## src/sv/gpa_pkg.sv

```systemverilog
package gpa_pkg;

  localparam int MAX_DEGREE = 16;
  localparam int OPND_W     = MAX_DEGREE + 1;
  localparam int RESULT_W   = 2 * MAX_DEGREE + 1;
  localparam int REM_W      = MAX_DEGREE;
  localparam int NUM_CELLS  = OPND_W;
  localparam int LATENCY    = NUM_CELLS + 2;

  typedef enum logic [1:0] {
    OP_ADD = 2'd0,
    OP_MUL = 2'd1,
    OP_DIV = 2'd2
  } op_t;

  // One beat as it moves along the cell row.
  typedef struct packed {
    logic                valid;
    logic [1:0]          op;
    logic [OPND_W-1:0]   a;     // dividend or multiplier, consumed from the top bit
    logic [OPND_W-1:0]   b;     // divisor or multiplicand
    logic [OPND_W-1:0]   bt;    // one-hot mark of the top set bit of b
    logic [RESULT_W-1:0] acc;   // sum, product, or partial remainder in the low bits
    logic [OPND_W-1:0]   q;     // quotient bits, shifted in one per cell
  } cell_t;

  // One-hot mask of the highest set bit; zero for a zero word.
  function automatic logic [OPND_W-1:0] top_one(input logic [OPND_W-1:0] v);
    logic [OPND_W-1:0] t;
    logic              seen;
    t    = '0;
    seen = 1'b0;
    for (int k = OPND_W - 1; k >= 0; k--) begin
      t[k] = v[k] & ~seen;
      seen = seen | v[k];
    end
    return t;
  endfunction

endpackage

```

## src/sv/gf2_polynomial_alu.sv

```systemverilog
// GF(2) polynomial ALU: add (XOR), carry-less multiply, long division; op 3 gives zero.
// Bit k of an operand is the coefficient of x^k; operands go up to degree 16.
//
// Command channel: drive op, operand_a, operand_b with start high; a beat is
// taken at each rising edge where start is high and busy is low. busy is high
// only while rst is asserted, so a new beat can enter every cycle.
//
// Result channel: result, remainder and divide_by_zero are valid for exactly
// one cycle while done is high. Beats leave in the order they entered, one
// per cycle at most. The receiver cannot stall the block; a result not
// sampled during its done cycle is gone.
//
// The datapath is a row of 17 identical cells, one per operand bit, each
// taking one dividend/multiplier bit per cycle, with an input stage in front
// and an output register behind; it takes one beat per cycle.
//
// Synchronous reset empties the cell row; no done pulse follows until new
// beats are taken. A zero divisor gives zero results with divide_by_zero set.
module gf2_polynomial_alu (
  input  logic                          clk,
  input  logic                          rst,
  input  logic                          start,
  output logic                          busy,
  input  logic [1:0]                    op,
  input  logic [gpa_pkg::OPND_W-1:0]    operand_a,
  input  logic [gpa_pkg::OPND_W-1:0]    operand_b,
  output logic                          done,
  output logic [gpa_pkg::RESULT_W-1:0]  result,
  output logic [gpa_pkg::REM_W-1:0]     remainder,
  output logic                          divide_by_zero
);
  import gpa_pkg::*;

  cell_t               pipe [NUM_CELLS+1];
  cell_t               prep;
  cell_t               prep_next;
  cell_t               last;
  logic [RESULT_W-1:0] result_next;
  logic [REM_W-1:0]    remainder_next;
  logic                dz_next;

  assign busy = rst;

  always_comb begin
    // busy follows rst, so no beat enters while in reset
    prep_next.valid = start & ~busy;
    prep_next.op    = op;
    prep_next.a     = operand_a;
    prep_next.b     = operand_b;
    prep_next.bt    = top_one(operand_b);
    prep_next.q     = '0;
    // seed the accumulator: the sum is complete at entry
    prep_next.acc   = (op == OP_ADD)
                    ? {{(RESULT_W-OPND_W){1'b0}}, operand_a ^ operand_b}
                    : '0;
  end

  always_ff @(posedge clk) begin
    prep <= prep_next;
  end

  assign pipe[0] = prep;

  for (genvar i = 0; i < NUM_CELLS; i++) begin : g_cell
    gpa_cell u_cell (
      .clk  (clk),
      .rst  (rst),
      .cin  (pipe[i]),
      .cout (pipe[i+1])
    );
  end

  assign last = pipe[NUM_CELLS];

  always_comb begin
    result_next    = '0;
    remainder_next = '0;
    dz_next        = 1'b0;
    case (last.op)
      OP_ADD, OP_MUL: begin
        result_next = last.acc;
      end
      OP_DIV: begin
        if (last.b == '0) begin
          dz_next = 1'b1;
        end else begin
          result_next    = {{(RESULT_W-OPND_W){1'b0}}, last.q};
          remainder_next = last.acc[REM_W-1:0];
        end
      end
      default: begin
        result_next = '0;
      end
    endcase
  end

  always_ff @(posedge clk) begin
    if (rst) begin
      done <= 1'b0;
    end else begin
      done <= last.valid;
    end
    result         <= result_next;
    remainder      <= remainder_next;
    divide_by_zero <= dz_next;
  end

endmodule

```

## src/sv/gpa_cell.sv

```systemverilog
module gpa_cell (
  input  logic           clk,
  input  logic           rst,
  input  gpa_pkg::cell_t cin,
  output gpa_pkg::cell_t cout
);
  import gpa_pkg::*;

  logic                abit;
  logic [OPND_W-1:0]   r_sh;
  logic                hit;
  cell_t               nxt;

  assign abit = cin.a[OPND_W-1];
  assign r_sh = {cin.acc[OPND_W-2:0], abit};
  assign hit  = |(r_sh & cin.bt);

  always_comb begin
    nxt       = cin;
    // drop the beat while in reset
    nxt.valid = cin.valid & ~rst;
    nxt.a     = {cin.a[OPND_W-2:0], 1'b0};
    case (cin.op)
      OP_MUL: begin
        // Horner step: shift the product, fold in b when this multiplier bit is set
        nxt.acc = {cin.acc[RESULT_W-2:0], 1'b0}
                ^ {{(RESULT_W-OPND_W){1'b0}}, cin.b & {OPND_W{abit}}};
      end
      OP_DIV: begin
        // bring down the next dividend bit, subtract b when the degree reaches deg(b)
        nxt.acc = {{(RESULT_W-OPND_W){1'b0}}, (hit ? (r_sh ^ cin.b) : r_sh)};
        nxt.q   = {cin.q[OPND_W-2:0], hit};
      end
      default: begin
        nxt.acc = cin.acc;
      end
    endcase
  end

  always_ff @(posedge clk) begin
    cout <= nxt;
  end

endmodule

```

## config.mk

```make
export PLATFORM = sky130hd
export DESIGN_NAME = gf2_polynomial_alu
export DESIGN_NICKNAME = d
export VERILOG_FILES = /design/src/sv/gpa_pkg.sv /design/src/sv/gf2_polynomial_alu.sv /design/src/sv/gpa_cell.sv
export SDC_FILE = /design/constraint.sdc
export NUM_CORES = 2
export LEC_CHECK = 0
export BUFFER_PORTS_ARGS = -buffer_cell sky130_fd_sc_hd__buf_2
export CAP_MARGIN = 15
export CORE_ASPECT_RATIO = 0.8
export CORE_UTILIZATION = 49
export CTS_CLUSTER_SIZE = 14
export DETAILED_ROUTE_END_ITERATION = 10
export PLACE_DENSITY = 0.64
export SYNTH_ARGS = -nofsm -noshare
export SYNTH_HDL_FRONTEND = slang
export SYNTH_SLANG_ARGS = --single-unit
```

## constraint.sdc

```tcl
create_clock -name clk -period 2.7 [get_ports clk]
set_input_delay 0.54 -clock clk [delete_from_list [all_inputs] [get_ports clk]]
set_output_delay 0.54 -clock clk [all_outputs]
set_load 0.1 [all_outputs]
```

==> results.md <==
* Starting Density at slightly below 50%
* Pin count of the biggest net entering global routing at 47
* Fin. max-slew vios at 0
* Clock sinks at 1447
* First-pass GRT wire length at 209000 um
* FP Rows at ~110
* Final-stage net count at 5400
* GR Util met3 at 3.51%
* Clock Pin Slew Worst Setup and Hold Paths at 60 ps
* CTS buffer count at 138
* Worst setup SP type: input pin
* Initial antenna violation count at 6
* DPL Wire Length at 97500 um
* Root Buffer: clkbuf_16
* Final Critical Period at between 2000 and 2500 ps
* CP Data Arrival Time at 3110 ps
* Total GRT Usage at 24.1%
* Syn nets at 5327
* Number of flops mapped to enable cells by yosys at 0
* Util after Layout at 56.1%
* Crit Path Class: input pin to flip-flop
* Routed len/inst at 19.7 um
* Total chip power at approximately 54 mW
* Failing checks: DRC
* Distinct cell type count after synthesis at 48
* Synth Flop Type: dfxtp_1
* Die width at 369 um
* GR Layer Usage met1 at 34.4%
* RSZ-0062 raised after global routing: false
* Worst endpoint required time at 3400 ps
* Worst clock skew at 23.3 ps
* Io pins at 91
* Synth warnings at 0
* FF+latch count, synth at 1447
* Placed cell area at 55100 um2
* # port buffers at 90
* Async S/R FF share, synth at 0%
* # setup viols final at 0
* Max_slew headroom at 36.4%
* Outcome: complete, but fails checks
* Cell Pwr Density at 898 nW/um2
* Die ar. at 109000 um2
* Filler cells at slightly above 9k
* Synth-to-layout area growth at 13.3%
* Most Used Layer, Global Route: met2
* Drt pass-1 iters at 9
* Crit-path max FO at 5
* Met2 Resource Use GR at 37.7%
* PostCTS Resize Cnt at 0
* Synth Area per Inst at about 10 um2
* Vias per cell at 5.68
* WHS at 63.7 ps
* Part of the cycle the worst path needs at about 89%
* Fmax at 415 MHz
* Area of the mapped netlist at 52800 um2
* Setup TNS at 0 ps
* Peak VDD IR at roughly 500 uV
* CP endpoint kind: flip-flop
* Slew of the pin with the lowest slew margin at 951 ps
* # H-tree levels at 4
* Vias at 38.7k
* CTS tree: yes
* Max-cap viol count at 0
* Initial DRC Count at 3314
* Share of the yosys chip area belonging to registers at 54.8%
* Gp weighted congestion at ~0.90
* Layout cells sized above 1 at 15.1%
* DRT Wirelength at 134000 um
* Remaining global-route overflow at 0
* Core region area at between 100000 and 150000 um2
* Ant diodes at 0
* Routed Antenna Nets at 0
* Hold WC Path Type: input pin to flip-flop
* Hold Fails Final Rpt at 0
* Post-synthesis cell count at 5220
* Clock Latency Late Sink at 750 ps
* CTS Buffer Depth at 3
* Die Y at roughly 300 um
* Pleak at 25.9 nW
* Number of global-route vias before repair at around 36k
* Final instance area at 59900 um2
* Residual DRC at 7
## critical path, cell delays in order
cell,delay [ps]
dlygate4sd3_1,540
buf_2,160
or4_4,510
or4_4,450
or4_4,480
nor4_4,190
and4b_1,240
## what timing repair did
action,CTS,global route
endpoints found under the hold margin,43,0
buffers inserted,0,0
hold buffers,35,0
## final timing paths
path	startpoint	end	slack, ps	cells past startpoint
setup / recovery	operand_b[14]	pipe[1818]$_DFF_P_	290	7
setup reg to reg	g_cell[3].u_cell.cout[101]$_DFF_P_	g_cell[4].u_cell.cout[24]$_DFF_P_	440	5
hold reg to reg	g_cell[11].u_cell.cout[96]$_DFF_P_	g_cell[12].u_cell.cout[97]$_DFF_P_	320	0
hold / removal	operand_b[15]	pipe[1850]$_DFF_P_	60	2
## area by class of cell
| cell class | count | area [um2] | area share, % |
|---|---|---|---|
| Clock buffer | 196 | 4010 | 6.69 |
| Tap cell | 1417 | 1770 | 2.96 |
| Sequential cell | 1447 | 29000 | 48.4 |
| Clock inverter | 37 | 472 | 0.787 |
| Multi-Input combinational cell | 3378 | 22400 | 37.5 |
| Inverter | 51 | 191 | 0.320 |
| Timing Repair Buffer | 277 | 2040 | 3.41 |
## registers in the layout (all words and copies together), names as in the netlist
| signal | count |
|---|---|
| done | 1 |
| pipe | 70 |
| divide_by_zero | 1 |
| remainder | 16 |
| g_cell.u_cell.cout | 1326 |
| result | 33 |
## cells in the final DEF (no fill, tap or decap), drive strengths merged, types with 39 or more instances in the layout
master	n
a21o	238
a21oi	53
a221oi	61
a22o	168
a22oi	39
a31oi	272
and2	48
and3	40
buf	242
clkbuf	196
dfxtp	1447
ha	68
inv	56
mux2	352
nand2	900
nand2b	48
nor2	75
nor2b	290
o21ai	275
o22a	225
## metal layers
| metal | part of all wire [%] | vias up | routed length [um] |
|---|---|---|---|
| li1 | - | 18688 | - |
| met1 | 47 | 18589 | 62800 |
| met2 | 45 | 1204 | 60400 |
| met3 | 6.0 | 189 | 8030 |
| met4 | 2.0 | 2 | 2700 |
| met5 | 0.0082 | - | 11 |
## power by group
| part | switching (mW) | leakage, nW | internal [mW] | total (mW) |
|---|---|---|---|---|
| clock network | 7.98 | 2.19 | 11.1 | 19.1 |
| registers | 2.85 | 11.9 | 23.5 | 26.3 |
| logic | 4.17 | 11.8 | 4.19 | 8.36 |
| total | 15.0 | 25.9 | 38.8 | 53.8 |
## cell usage after synthesis, drive strengths merged (15+ instances only)
| cell | n | share of area (%) |
|---|---|---|
| a22o | 168 | 2.8 |
| o32a | 15 | 0.28 |
| ha | 68 | 1.6 |
| a31oi | 272 | 3.2 |
| a41oi | 16 | 0.27 |
| nand2b | 48 | 0.57 |
| o211ai | 20 | 0.28 |
| dfxtp | 1447 | 55 |
| o22ai | 15 | 0.18 |
| nand4 | 17 | 0.20 |
| buf | 49 | 0.38 |
| a21oi | 53 | 0.50 |
| mux2 | 352 | 7.5 |
| a222oi | 17 | 0.32 |
| xnor2 | 34 | 0.56 |
| o22a | 225 | 3.7 |
| a221oi | 61 | 1.0 |
| and2 | 48 | 0.57 |
| a2bb2oi | 15 | 0.25 |
| nor2 | 75 | 0.53 |
| nand2 | 900 | 6.4 |
| o21ai | 275 | 2.6 |
| and3 | 40 | 0.47 |
| inv | 51 | 0.36 |
| nor2b | 290 | 3.4 |
| a22oi | 39 | 0.55 |
| clkbuf | 295 | 2.1 |
| a21o | 238 | 3.4 |
## logic make-up (layout without fill, tap and decap cells)
kind of cell | Yosys count | count (layout) | synth area share, %
and+or+nand+nor | 1471 | 1471 | 12.9
AOI/OAI and AO/OA | 1452 | 1452 | 19.7
DFF | 1447 | 1447 | 54.8
buffers and inverters | 395 | 561 | 2.83
muxes | 353 | 353 | 7.52
adders and majority gates | 68 | 68 | 1.61
xor gates and xnor gates | 34 | 34 | 0.564
## stage by stage
step | setup WS (ps) | cells
after detailed placement | 87.3 | 6535
after global placement | 106 | 6535
after CTS | 349 | 6803
after global routing | 231 | 6803
final | 291 | 6803
after floorplan | 312 | 5220
Note: power is estimated with default switching activity, not from simulation.
